`src/rtl/aenv_pkg.sv`:
```
package aenv_pkg;

  // Field widths
  localparam int TIME_W    = 32;
  localparam int DUR_W     = 24;
  localparam int LEVEL_W   = 17;
  localparam int NUM_W     = DUR_W + LEVEL_W;
  localparam int CFG_IDX_W = 3;
  localparam int CFG_W     = DUR_W;
  localparam int S_DATA_W  = 3 * TIME_W;
  localparam int M_DATA_W  = 24;

  // Register indexes on the configuration port
  localparam logic [CFG_IDX_W-1:0] REG_ATTACK  = 3'd0;
  localparam logic [CFG_IDX_W-1:0] REG_DECAY   = 3'd1;
  localparam logic [CFG_IDX_W-1:0] REG_SUSTAIN = 3'd2;
  localparam logic [CFG_IDX_W-1:0] REG_RELEASE = 3'd3;
  localparam logic [CFG_IDX_W-1:0] REG_START   = 3'd4;

  // Register reset values
  localparam logic [DUR_W-1:0]   RST_ATTACK  = 24'd4800;
  localparam logic [DUR_W-1:0]   RST_DECAY   = 24'd4800;
  localparam logic [LEVEL_W-1:0] RST_SUSTAIN = 17'd65536;
  localparam logic [DUR_W-1:0]   RST_RELEASE = 24'd9600;
  localparam logic [LEVEL_W-1:0] RST_START   = 17'd65536;

  // Envelope phase codes
  localparam logic [1:0] PH_ATTACK  = 2'd0;
  localparam logic [1:0] PH_DECAY   = 2'd1;
  localparam logic [1:0] PH_SUSTAIN = 2'd2;
  localparam logic [1:0] PH_RELEASE = 2'd3;

  // How the held level is formed from the first quotient
  localparam logic [1:0] HS_QUOT  = 2'd0;
  localparam logic [1:0] HS_UP    = 2'd1;
  localparam logic [1:0] HS_DOWN  = 2'd2;
  localparam logic [1:0] HS_CONST = 2'd3;

  // How the final level is formed from the held level and second quotient
  localparam logic [1:0] RK_NONE = 2'd0;
  localparam logic [1:0] RK_HOLD = 2'd1;
  localparam logic [1:0] RK_ZERO = 2'd2;
  localparam logic [1:0] RK_RAMP = 2'd3;

  typedef struct packed {
    logic [DUR_W-1:0]   attack_ticks;
    logic [DUR_W-1:0]   decay_ticks;
    logic [LEVEL_W-1:0] sustain_level;
    logic [DUR_W-1:0]   release_ticks;
    logic [LEVEL_W-1:0] start_level;
  } aenv_cfg_t;

  // Per-item information that rides along with the division chains
  typedef struct packed {
    logic [1:0]         phase;
    logic [1:0]         hsel;
    logic [LEVEL_W-1:0] const_level;
    logic [1:0]         rel_kind;
    logic [DUR_W-1:0]   t_rel;
    logic [LEVEL_W-1:0] base;
  } aenv_side_t;

  // Division word: partial remainder, numerator bits shifting out while
  // quotient bits shift in, the divisor and the sideband.
  typedef struct packed {
    logic [DUR_W-1:0]   rem;
    logic [LEVEL_W-1:0] nq;
    logic [DUR_W-1:0]   divisor;
    aenv_side_t         side;
  } aenv_div_t;

endpackage

```
`src/rtl/aenv_div_cell.sv`:
```
module aenv_div_cell (
  input  logic                clk,
  input  logic                rst,
  input  logic                en,
  input  logic                in_valid,
  input  aenv_pkg::aenv_div_t din,
  output logic                out_valid,
  output aenv_pkg::aenv_div_t dout
);
  import aenv_pkg::*;

  logic [DUR_W:0]   trial;
  logic [DUR_W:0]   diff;
  logic             ge;
  aenv_div_t        dout_next;

  // One restoring division step: bring down the next numerator bit,
  // subtract the divisor when it fits and shift in the quotient bit.
  always_comb begin
    trial = {din.rem, din.nq[LEVEL_W-1]};
    diff  = trial - {1'b0, din.divisor};
    ge    = (trial >= {1'b0, din.divisor});
    dout_next         = din;
    dout_next.rem     = ge ? diff[DUR_W-1:0] : trial[DUR_W-1:0];
    dout_next.nq      = {din.nq[LEVEL_W-2:0], ge};
  end

  always_ff @(posedge clk) begin
    if (rst) begin
      out_valid <= 1'b0;
    end else if (en) begin
      out_valid <= in_valid;
    end
  end

  always_ff @(posedge clk) begin
    if (en) begin
      dout <= dout_next;
    end
  end

endmodule

```
`src/rtl/aenv_divider.sv`:
```
module aenv_divider (
  input  logic                clk,
  input  logic                rst,
  input  logic                en,
  input  logic                in_valid,
  input  aenv_pkg::aenv_div_t din,
  output logic                out_valid,
  output aenv_pkg::aenv_div_t dout
);
  import aenv_pkg::*;

  aenv_div_t link  [0:LEVEL_W];
  logic      vlink [0:LEVEL_W];

  assign link[0]  = din;
  assign vlink[0] = in_valid;

  // A row of division cells, one quotient bit per cell, most significant first.
  for (genvar i = 0; i < LEVEL_W; i++) begin : g_cell
    aenv_div_cell u_cell (
      .clk      (clk),
      .rst      (rst),
      .en       (en),
      .in_valid (vlink[i]),
      .din      (link[i]),
      .out_valid(vlink[i+1]),
      .dout     (link[i+1])
    );
  end

  assign dout      = link[LEVEL_W];
  assign out_valid = vlink[LEVEL_W];

endmodule

```
`config.mk`:
```
export PLATFORM = sky130hd
export DESIGN_NAME = aenv_divider
export DESIGN_NICKNAME = d
export VERILOG_FILES = /design/src/rtl/aenv_pkg.sv /design/src/rtl/aenv_div_cell.sv /design/src/rtl/aenv_divider.sv
export SDC_FILE = /design/constraint.sdc
export NUM_CORES = 2
export LEC_CHECK = 0
export BUFFER_PORTS_ARGS = -buffer_cell sky130_fd_sc_hd__clkbuf_2
export CAP_MARGIN = 0
export CORE_MARGIN = 2
export CORE_UTILIZATION = 43
export DETAILED_ROUTE_END_ITERATION = 8
export GPL_TIMING_DRIVEN = 1
export SLEW_MARGIN = 25
export SYNTH_ARGS = -nofsm -noshare
export SYNTH_HDL_FRONTEND = slang
export SYNTH_SLANG_ARGS = --single-unit
```
`constraint.sdc`:
```
create_clock -name clk -period 3.88 [get_ports clk]
set_input_delay 0 -clock clk [delete_from_list [all_inputs] [get_ports clk]]
set_output_delay 0 -clock clk [all_outputs]
set_load 0.05 [all_outputs]
```
==> results.yml <==
run_status:
  run_status: "finished clean"
worst_hold_path:
  hold-path-cell-count: 3
  hold_path_class: "primary input to flip-flop"
  hold_path_end: "g_cell[9].u_cell.out_valid$_SDFFE_PP0P_"
  timing.hold.worst.start: "rst"
die:
  pin_count: 263
  dieWidth_um: 469.1
  num_rows: 170
  die_outline_area_um2: 220000
  start_util_pct: 43.29
  core_um2: 214800
  chipHeight_um: 469.1
final_layout:
  regArea_um2: 66190
  multi_input_area_um2: 24420
  num_antenna_cells: 0
  layout.cell_area.non_filler_um2: 109300
  nets: 7499
  final_layout_size_suffix_gt1_share_pct: 14.64
  area_growth_syn_to_layout_pct: 17.52
  nFillCells: 17840
timing:
  report.final.hold_viol_count: 0
  timing.max_slew.rel_slack_pct: 37.41
  tightestPinTransition_ns: 0.9303
  finalWorstSetupSlack_ns: 0.08393
  setup_total_negative_slack_ns: 0
  fin_skew_ns: 0.08118
  hold-worst-slack_ns: 0.09672
  report.final.slew_viol_count: 0
  post-route-period-util_pct: 97.84
  timing.final.crit_period_ns: 3.796
  setup_violations_final: 0
  fmaxAchievable_mhz: 263.4
  grt_setup_unrepaired: "no"
worst_setup_path:
  r2r_start: "g_cell[2].u_cell.dout[65]$_DFFE_PP_"
  path_class: "primary input to flip-flop"
  ff2ff_path_depth: 12
  reg2reg_slack_ns: 0.16
  worst_setup_path_end_kind: "flip-flop"
  start_kind: "primary input"
  critical_path.reg2reg.endpoint: "g_cell[3].u_cell.dout[113]$_DFFE_PP_"
  critPathMaxFanout: 7
  worst-endpoint-required_ns: 4.48
  worst-endpoint-arrival_ns: 4.40
power_and_ir_drop:
  cell_internal_pwr_mw: 56.05
  power.share.sequential_pct: 40.6
  cellPowerDensity_nw_per_um2: 744.9
  static-leakage-power_nw: 41.88
  switching_power_mw: 25.37
  clkPwrFrac_pct: 26.6
  p_comb_share_pct: 32.8
  p_sw_share_pct: 31.16
  irDropWorstVdd_uv: 537.6
placed_design:
  dpl_worst_slack_ns: 0.1019
  io_buffer_count: 262
  detailedPlacementHpwl_um: 118100
  dpl-instance-area_um2: 98960
  gp_routability_congestion: 0.9430
routing:
  drcViolationCount: 0
  drt-wirelength-per-cell_um: 17.13
  drt_iter0_drc: 2665
  dr.pass1.iters: 5
  viasPerCell: 5.061
  dr_total_vias: 50480
  drt-total-wl_um: 170900
  ant_nets: 0
clocking:
  cts_made_buffers: 228
  worstSkewPairLatency_ns: 0.86
  clock_tree_from_tritoncts: "built"
  cts_post_setup_buffers_inserted: 0
  cts_root_buf: "clkbuf_16"
  clkSlewWorstSetupHoldPaths_ns: 0.06
  h_tree_lvl_count: 4
  cts.sink_count: 2210
  max-clock-path-buffers: 3
logic_synthesis:
  yosys.area.top_type_share_pct: 70.80
  synthCells: 6143
  ys_seq_elements: 2210
  cells_taking_the_most_area_after_synthesis: "edfxtp_1 (71%), ha_1 (5.5%), mux2_2 (3.0%), inv_1 (2.1%), xnor2_1 (1.9%)"
  synth_cell_types: 89
  synth_area_per_cell_um2: 15.14
  synth_most_common_cell: "edfxtp_1"
  yosys_warnings: 0
  ys_seq_area_share_pct: 71.17
  synthArstFlopShare_pct: 0
  syn_area_um2: 93010
  number_of_enable_flip_flop_cells_after_synthesis: 2193
  synth_area_leader_cell: "edfxtp_1"
  mappedNetlistNets: 6701
  most_used_standard_cells_in_the_synthesized_netlist: "edfxtp_1 (2193), inv_1 (524), ha_1 (408)"
  ys_dominant_reg_cell: "edfxtp_1"
job:
  maximum_capacitance_violations: 0
global_routing:
  grt_pass1_wl_um: 269600
  first_global_vias: 51370
  global_route_total_usage_across_every_layer_pct: 15.37
  largest_net_degree_at_the_start_of_global_routing: 129
  grt.overflow.total: 0
  antenna_found_initial: 1
==> final cells by class <==
cell class | count | area share, %
tap | 2838 | 3.249
sequential | 2210 | 60.56
inverter | 526 | 1.806
timing repair buffer | 678 | 5.103
clock buffer | 263 | 5.340
multi-input combinational | 3297 | 22.34
clock inverter | 162 | 1.596
==> kinds of logic after synthesis <==
| logic type | share of synthesized area [%] |
|---|---|
| compound gates | 8.316 |
| xor+xnor | 2.872 |
| fa+ha+maj | 5.855 |
| buf+inv | 2.625 |
| flops | 71.17 |
| mux | 3.862 |
| simple gates | 5.302 |
==> flip-flops by register name, indices dropped and copies added (netlist names) <==
name / cells
g_cell.u_cell.dout: 2193
g_cell.u_cell.out_valid: 17
==> critical path, cell delays in order <==
cell and delay (ns):
dlygate4sd3_1 0.52, clkbuf_2 0.14, inv_1 0.06, ha_1 0.30, nor2b_1 0.15, o31a_1 0.29, o31a_1 0.32, o311ai_0 0.54
a21oi_1 0.24, o21ai_1 0.34, a21bo_2 0.21, clkinv_1 0.33, mux2_2 0.40, dlygate4sd3_1 0.55
==> layout by cell type, fill, tap and decap left out, drive strengths merged, types with 47 or more instances in the layout <==
cell type and n:
edfxtp 2193, inv 530, clkbuf 524, ha 408, a21oi 342, o21ai 298
nand2 292, nor2 287, dlygate4sd3 276, mux2 268, xnor2 200, a21o 170
buf 141, clkinv 119, xor2 105, nand3 84, o21a 72, nor2b 67
nand4 60, nor3 60, mux2i 51, nand2b 47
==> layer usage <==
| layer | GRT usage, % | routed length, um | vias up |
|---|---|---|---|
| met5 | 0 | 0 | - |
| met2 | 28.62 | 90460 | 987 |
| met3 | 2.669 | 5871 | 430 |
| li1 | - | - | 24770 |
| met4 | 7.707 | 8447 | 0 |
| met1 | 16.70 | 66070 | 24290 |
==> timing repair <==
| action | 4_1_cts | 5_1_grt |
|---|---|---|
| hold buffers | 276 | 0 |
| setup endpoints to repair | 0 | 24 |
| gates resized for setup | 0 | 1 |
| endpoints found under the hold margin | 754 | 0 |
==> power groups by stage <==
stage / combinational [mW] / sequential (mW) / clock, mW
after global routing: 29.4 / 33.4 / 23.4
after floorplan: 19.0 / 33.4 / 0
after CTS: 26.7 / 33.1 / 22.5
after detailed placement: 26.3 / 33.5 / 0
after global placement: 26.0 / 33.5 / 0
final: 26.7 / 33.0 / 21.7
==> stage by stage <==
stage	cells	total power, mW	util (%)
global placement	9273	59.47	46.06
finish	9974	81.42	50.88
floorplan	6143	52.40	-
CTS	9974	82.27	50.88
global route	9974	86.21	50.88
detailed placement	9273	59.83	46.06
==> how the worst max path moves through the flow <==
stage	from	endpoint	slack [ns]	depth (start not counted)
2_1_floorplan	g_cell[3].u_cell.dout[65]$_DFFE_PP_	g_cell[4].u_cell.dout[111]$_DFFE_PP_	0.48	12
3_3_place_gp	g_cell[6].u_cell.dout[65]$_DFFE_PP_	g_cell[7].u_cell.dout[125]$_DFFE_PP_	0.08	14
3_5_place_dp	g_cell[6].u_cell.dout[65]$_DFFE_PP_	g_cell[7].u_cell.dout[125]$_DFFE_PP_	0.10	14
4_1_cts	g_cell[6].u_cell.dout[65]$_DFFE_PP_	g_cell[7].u_cell.dout[125]$_DFFE_PP_	0.04	14
5_1_grt	g_cell[2].u_cell.dout[65]$_DFFE_PP_	g_cell[3].u_cell.dout[112]$_DFFE_PP_	0.002	12
6_report	din[65]	g_cell[0].u_cell.dout[108]$_DFFE_PP_	0.08	14
(Power assumes the default switching activity.)
