[src/rtl/aenv_pkg.sv]
package aenv_pkg;

  // Field widths
  localparam int TIME_W    = 32;
  localparam int DUR_W     = 24;
  localparam int LEVEL_W   = 17;
  localparam int NUM_W     = DUR_W + LEVEL_W;
  localparam int CFG_IDX_W = 3;
  localparam int CFG_W     = DUR_W;
  localparam int S_DATA_W  = 3 * TIME_W;
  localparam int M_DATA_W  = 24;

  // Register indexes on the configuration port
  localparam logic [CFG_IDX_W-1:0] REG_ATTACK  = 3'd0;
  localparam logic [CFG_IDX_W-1:0] REG_DECAY   = 3'd1;
  localparam logic [CFG_IDX_W-1:0] REG_SUSTAIN = 3'd2;
  localparam logic [CFG_IDX_W-1:0] REG_RELEASE = 3'd3;
  localparam logic [CFG_IDX_W-1:0] REG_START   = 3'd4;

  // Register reset values
  localparam logic [DUR_W-1:0]   RST_ATTACK  = 24'd4800;
  localparam logic [DUR_W-1:0]   RST_DECAY   = 24'd4800;
  localparam logic [LEVEL_W-1:0] RST_SUSTAIN = 17'd65536;
  localparam logic [DUR_W-1:0]   RST_RELEASE = 24'd9600;
  localparam logic [LEVEL_W-1:0] RST_START   = 17'd65536;

  // Envelope phase codes
  localparam logic [1:0] PH_ATTACK  = 2'd0;
  localparam logic [1:0] PH_DECAY   = 2'd1;
  localparam logic [1:0] PH_SUSTAIN = 2'd2;
  localparam logic [1:0] PH_RELEASE = 2'd3;

  // How the held level is formed from the first quotient
  localparam logic [1:0] HS_QUOT  = 2'd0;
  localparam logic [1:0] HS_UP    = 2'd1;
  localparam logic [1:0] HS_DOWN  = 2'd2;
  localparam logic [1:0] HS_CONST = 2'd3;

  // How the final level is formed from the held level and second quotient
  localparam logic [1:0] RK_NONE = 2'd0;
  localparam logic [1:0] RK_HOLD = 2'd1;
  localparam logic [1:0] RK_ZERO = 2'd2;
  localparam logic [1:0] RK_RAMP = 2'd3;

  typedef struct packed {
    logic [DUR_W-1:0]   attack_ticks;
    logic [DUR_W-1:0]   decay_ticks;
    logic [LEVEL_W-1:0] sustain_level;
    logic [DUR_W-1:0]   release_ticks;
    logic [LEVEL_W-1:0] start_level;
  } aenv_cfg_t;

  // Per-item information that rides along with the division chains
  typedef struct packed {
    logic [1:0]         phase;
    logic [1:0]         hsel;
    logic [LEVEL_W-1:0] const_level;
    logic [1:0]         rel_kind;
    logic [DUR_W-1:0]   t_rel;
    logic [LEVEL_W-1:0] base;
  } aenv_side_t;

  // Division word: partial remainder, numerator bits shifting out while
  // quotient bits shift in, the divisor and the sideband.
  typedef struct packed {
    logic [DUR_W-1:0]   rem;
    logic [LEVEL_W-1:0] nq;
    logic [DUR_W-1:0]   divisor;
    aenv_side_t         side;
  } aenv_div_t;

endpackage

[src/rtl/aenv_front.sv]
module aenv_front (
  input  logic                        clk,
  input  logic                        rst,
  input  logic                        en,
  input  aenv_pkg::aenv_cfg_t         cfg,
  input  logic                        in_valid,
  input  logic [aenv_pkg::TIME_W-1:0] now_time,
  input  logic [aenv_pkg::TIME_W-1:0] on_time,
  input  logic [aenv_pkg::TIME_W-1:0] off_time,
  output logic                        out_valid,
  output aenv_pkg::aenv_div_t         dout
);
  import aenv_pkg::*;

  // Stage 0: elapsed times
  logic              s0_valid;
  logic              s0_note_on;
  logic              s0_early_zero;
  logic [TIME_W-1:0] s0_life;
  logic [TIME_W-1:0] s0_t;

  logic              note_on;

  // Stage 1: segment decode and multiplier operands
  logic               s1_valid;
  aenv_side_t         s1_side;
  logic [DUR_W-1:0]   s1_mop;
  logic [LEVEL_W-1:0] s1_factor;
  logic [DUR_W-1:0]   s1_divisor;

  logic [DUR_W:0]     att_dec;
  logic               in_att;
  logic               in_dec;
  logic               dec_up;
  logic [LEVEL_W-1:0] lvl_diff;
  logic [DUR_W-1:0]   dec_life;
  aenv_side_t         side_next;
  logic [DUR_W-1:0]   mop_next;
  logic [LEVEL_W-1:0] factor_next;
  logic [DUR_W-1:0]   divisor_next;

  logic [NUM_W-1:0]   product;

  assign note_on = (on_time > off_time);

  always_ff @(posedge clk) begin
    if (rst) begin
      s0_valid <= 1'b0;
      s1_valid <= 1'b0;
      out_valid <= 1'b0;
    end else if (en) begin
      s0_valid  <= in_valid;
      s1_valid  <= s0_valid;
      out_valid <= s1_valid;
    end
  end

  // Held time is measured to now while the note is on, to the release otherwise.
  always_ff @(posedge clk) begin
    if (en) begin
      s0_note_on    <= note_on;
      s0_early_zero <= note_on && (now_time < on_time);
      s0_life       <= note_on ? (now_time - on_time) : (off_time - on_time);
      s0_t          <= (now_time > off_time) ? (now_time - off_time) : '0;
    end
  end

  // Decide the segment and set up the ramp product and divisor.
  always_comb begin
    att_dec  = {1'b0, cfg.attack_ticks} + {1'b0, cfg.decay_ticks};
    in_att   = (s0_life <= {{(TIME_W-DUR_W){1'b0}}, cfg.attack_ticks});
    in_dec   = (s0_life <= {{(TIME_W-DUR_W-1){1'b0}}, att_dec});
    dec_up   = (cfg.sustain_level >= cfg.start_level);
    lvl_diff = dec_up ? (cfg.sustain_level - cfg.start_level)
                      : (cfg.start_level - cfg.sustain_level);
    dec_life = s0_life[DUR_W-1:0] - cfg.attack_ticks;

    side_next             = '0;
    side_next.phase       = PH_SUSTAIN;
    side_next.hsel        = HS_CONST;
    side_next.const_level = cfg.sustain_level;
    mop_next              = dec_life;
    factor_next           = lvl_diff;
    divisor_next          = cfg.decay_ticks;

    if (s0_early_zero) begin
      side_next.phase       = PH_ATTACK;
      side_next.const_level = '0;
    end else if (in_att) begin
      side_next.phase = PH_ATTACK;
      mop_next        = s0_life[DUR_W-1:0];
      factor_next     = cfg.start_level;
      divisor_next    = cfg.attack_ticks;
      if (cfg.attack_ticks == '0) begin
        side_next.const_level = '0;
      end else begin
        side_next.hsel = HS_QUOT;
      end
    end else if (in_dec) begin
      side_next.phase = PH_DECAY;
      if (cfg.decay_ticks == '0) begin
        side_next.const_level = cfg.start_level;
      end else begin
        side_next.hsel = dec_up ? HS_UP : HS_DOWN;
      end
    end

    // Release handling is decided here as well; the level follows later.
    side_next.t_rel = s0_t[DUR_W-1:0];
    if (s0_note_on) begin
      side_next.rel_kind = RK_NONE;
    end else begin
      side_next.phase = PH_RELEASE;
      if (s0_t == '0) begin
        side_next.rel_kind = RK_HOLD;
      end else if (s0_t >= {{(TIME_W-DUR_W){1'b0}}, cfg.release_ticks}) begin
        side_next.rel_kind = RK_ZERO;
      end else begin
        side_next.rel_kind = RK_RAMP;
      end
    end
  end

  always_ff @(posedge clk) begin
    if (en) begin
      s1_side    <= side_next;
      s1_mop     <= mop_next;
      s1_factor  <= factor_next;
      s1_divisor <= divisor_next;
    end
  end

  // Stage 2: ramp product loaded into the division word.
  assign product = NUM_W'(s1_mop) * NUM_W'(s1_factor);

  always_ff @(posedge clk) begin
    if (en) begin
      dout.rem     <= product[NUM_W-1:LEVEL_W];
      dout.nq      <= product[LEVEL_W-1:0];
      dout.divisor <= s1_divisor;
      dout.side    <= s1_side;
    end
  end

endmodule

[config.mk]
export PLATFORM = sky130hd
export DESIGN_NAME = aenv_front
export DESIGN_NICKNAME = d
export VERILOG_FILES = /design/src/rtl/aenv_pkg.sv /design/src/rtl/aenv_front.sv
export SDC_FILE = /design/constraint.sdc
export NUM_CORES = 2
export LEC_CHECK = 0
export ABC_AREA = 1
export CORE_UTILIZATION = 60
export DETAILED_ROUTE_END_ITERATION = 8
export DONT_BUFFER_PORTS = 1
export PLACE_DENSITY = 0.88
export SLEW_MARGIN = 20
export SYNTH_ARGS = -nofsm -noshare
export SYNTH_HDL_FRONTEND = slang
export SYNTH_SLANG_ARGS = --single-unit
[constraint.sdc]
create_clock -name clk -period 5.3 [get_ports clk]
set_clock_uncertainty 0.05 [all_clocks]
set_input_delay 1.06 -clock clk [delete_from_list [all_inputs] [get_ports clk]]
set_output_delay 1.06 -clock clk [all_outputs]
set_load 0.005 [all_outputs]
==> results.md <==
* H-tree Lvls at 2
* Yosys reg bits at 293
* Layout Nets at 5,880
* Tmin final at 5.835 ns
* Worst Tran Pin Value at 0.9119 ns
* Die ar. at 62,200 sq um
* CP Capture Type: register
* Drt total wl at 121,800 um
* Core Rows at 90
* CTS buffer count at 35
* Storage cell area at 8768 sq um
* Initial Util at 0.6084
* Top post-synthesis cells by area: edfxtp_1 (24%), fa_1 (18%), nand2_1 (14%)
* Final setup vio count at 29
* Most frequent CP cell: fa_1
* Max Root-Sink Buffers at 3
* GRT Total Usage at 0.3667
* RSZ-0062 raised after global routing: true
* Layout cells sized above 1 at 0.1161
* Slew Limit Fails at 0
* Hold slack at 0.3436 ns
* Syn_area_per_cell at 7.620 sq um
* Via/cell ratio at 5.811
* Buffers on Ports at 0
* Setup crit start kind: register
* Clock sink count at 293
* Vias at 33.74k
* Crit path DAT at 6.20 ns
* Dpl ws at -0.4243 ns
* Crit path kind: register to register
* Area leader, netlist: edfxtp_1
* I/O pins at 336
* Outcome: finished with violations
* Syn Inst Count at 4,819
* Post-synthesis sequential area ratio at 0.2388
* DR DRC count at 0
* First DRT Iteration DRCs at 3,580
* Clock transition at path regs at 0.06 ns
* DPL Wire Length at 93,780 um
* Root Driver: clkbuf_16
* Worst-skew pair later-pin latency at 0.57 ns
* Number of global-route vias before repair at 32.67k
* Netlist cell types at 48
* Post-CTS Hold Buffers at 0
* Yosys top cell area share at 0.2371
* Syn-to-layout area delta at 13.50%
* Endpoints failing hold at 0
* Mapped Area at 36,720 sq um
* Fmax at 0.1714 GHz
* Global-route wire length before repair at 177,500 um
* Worst Hold Class: register to register
* Worst EP required at 5.66 ns
* Failing checks: negative setup slack
* Final worst-path cycle share at 1.101
* CTS tree: built
* FILL cells at 4,693
* Async set-reset flop share out of synthesis at 0
* Slowest library cell on the worst path: fa_1
* Worst-path maximum fanout at 15
* Detail Route Antenna Nets at 0
* Relative slew slack at 0.3921
* Core area at 60,360 sq um
* Ys flop type: edfxtp_1
* Max cap viols at 0
* Synthesis warning total at 0
* TritonRoute pass-1 iters at 6
* Count of flip-flops with a built-in enable after synthesis at 290
* Wire per inst at 20.99 um
* N_diodes at 0
* Cell Chain, Critical Path: buf_12, buf_4, nand2_1, fa_1, inv_1, fa_1, inv_1, fa_1, inv_1, fa_1, fa_1, inv_1, fa_1, inv_1, ha_4, nand2_2, nor2_4, inv_2, nor4_4, nand3_1, nand3_1, xor2_1
* Global placement routability congestion at 1.033
* Congestion Overflow GR at 0
* Setup ws final at -0.5350 ns
* Largest stage delay, worst path at 0.54 ns
* Die height at 249.4 um
* Initial antenna violation count at 0
* Area of the multi-input gates at 24,620 sq um
* Chip Width at 249.4 um
* Largest net degree at the start of global routing at 295
[critical path, delay by kind of cell (launching register included)]
family / cells / cell delay, ns
adders and majority gates: 7 / 3.34
xor gates and xnor gates: 1 / 0.18
and+or+nand+nor: 6 / 1.04
DFF: 1 / 0.38
buffers and inverters: 8 / 0.70
[repair_timing]
| item | in CTS | in global routing |
|---|---|---|
| resized for setup | 80 | 233 |
| pin swaps | 8 | 67 |
| endpoints found under the setup margin | 28 | 30 |
| gates cloned | 0 | 3 |
| buffers inserted | 19 | 25 |
[cell type report]
type	instances	share of cell area
clock buffer	45	0.02315
sequential	293	0.2104
multi-input combinational	3407	0.5907
timing repair buffer	264	0.05770
clock inverter	18	0.004803
inverter	996	0.08976
tap	782	0.02348
[layout by cell type (no fill, tap or decap), types with 15 or more instances in the layout]
cell          n
a21o_1       21
o21bai_1     21
nand2_1    1267
xor2_1       92
nand4_1      23
nor3_1       55
o21ai_0     159
buf_12       20
a21oi_2      18
a21oi_1     282
nand2_4      15
nor4_1       24
nor2_2       15
nand2_2      45
xnor2_1      43
o21ai_1      50
fa_1        318
nand3_1     151
buf_4       209
nor2_1      277
conb_1       17
inv_1       943
nor2_4       16
fa_2         18
edfxtp_1    290
buf_6        32
o21a_1       21
inv_2        52
ha_4         20
clkbuf_16    39
ha_1        318
[sequential cells by signal (all words and copies together) (netlist names)]
name           count
dout             112
s1_side           47
s0_life           32
s0_t              32
s1_divisor        24
s1_mop            24
s1_factor         17
out_valid          1
s0_early_zero      1
s0_note_on         1
s0_valid           1
s1_valid           1
[synthesized netlist by cell type (all sizes together) (22+ instances only)]
cell / count
nor3: 60
nor4: 26
inv: 996
nand4: 23
nand2: 1329
buf: 47
fa: 336
xor2: 92
edfxtp: 290
ha: 341
nand3: 161
xnor2: 44
a21oi: 312
clkbuf: 92
o21ai: 223
nor2: 308
o21bai: 22
[kinds of logic (layout without fill, tap and decap cells)]
family,Yosys count,after routing,share of synthesized area
other,1,17,0.0001021
AND/OR/NAND/NOR,1948,1948,0.2148
buffers and inverters,1135,1323,0.1219
flip-flops,293,293,0.2388
XOR/XNOR,136,136,0.03244
adder cells (fa/ha/maj),677,677,0.2994
AO/OA/AOI/OAI,629,629,0.09264
[worst paths after layout]
kind	start	endpoint	slack, ns	cells past startpoint
setup / recovery	s1_factor[5]	dout[126]	-0.53	22
hold / removal	s1_side[47]	dout[47]	0.34	0
setup reg to reg	s1_factor[5]	dout[126]	-0.53	22
hold reg to reg	s1_side[47]	dout[47]	0.34	0
[routing by layer]
metal / routed length [um] / global-route usage
met4: 6733 / 0.1379
met3: 12090 / 0.06571
met2: 55850 / 0.6035
met5: 0 / 0
met1: 47170 / 0.4835
[metrics by stage]
step	cells	TNS [ns]	util	instance area [sq um]
after floorplan	4835	-0.01573	-	37160
after global placement	5696	-5.017	0.6473	39070
after detailed placement	5696	-7.338	0.6473	39070
after CTS	5778	-3.610	0.6736	40660
after global routing	5805	-11.83	0.6905	41680
final	5805	-8.645	0.6905	41680
Power is left out: the tool's default activity adds up to more than one toggle a clock period on the data nets, which glitch-free logic cannot reach.
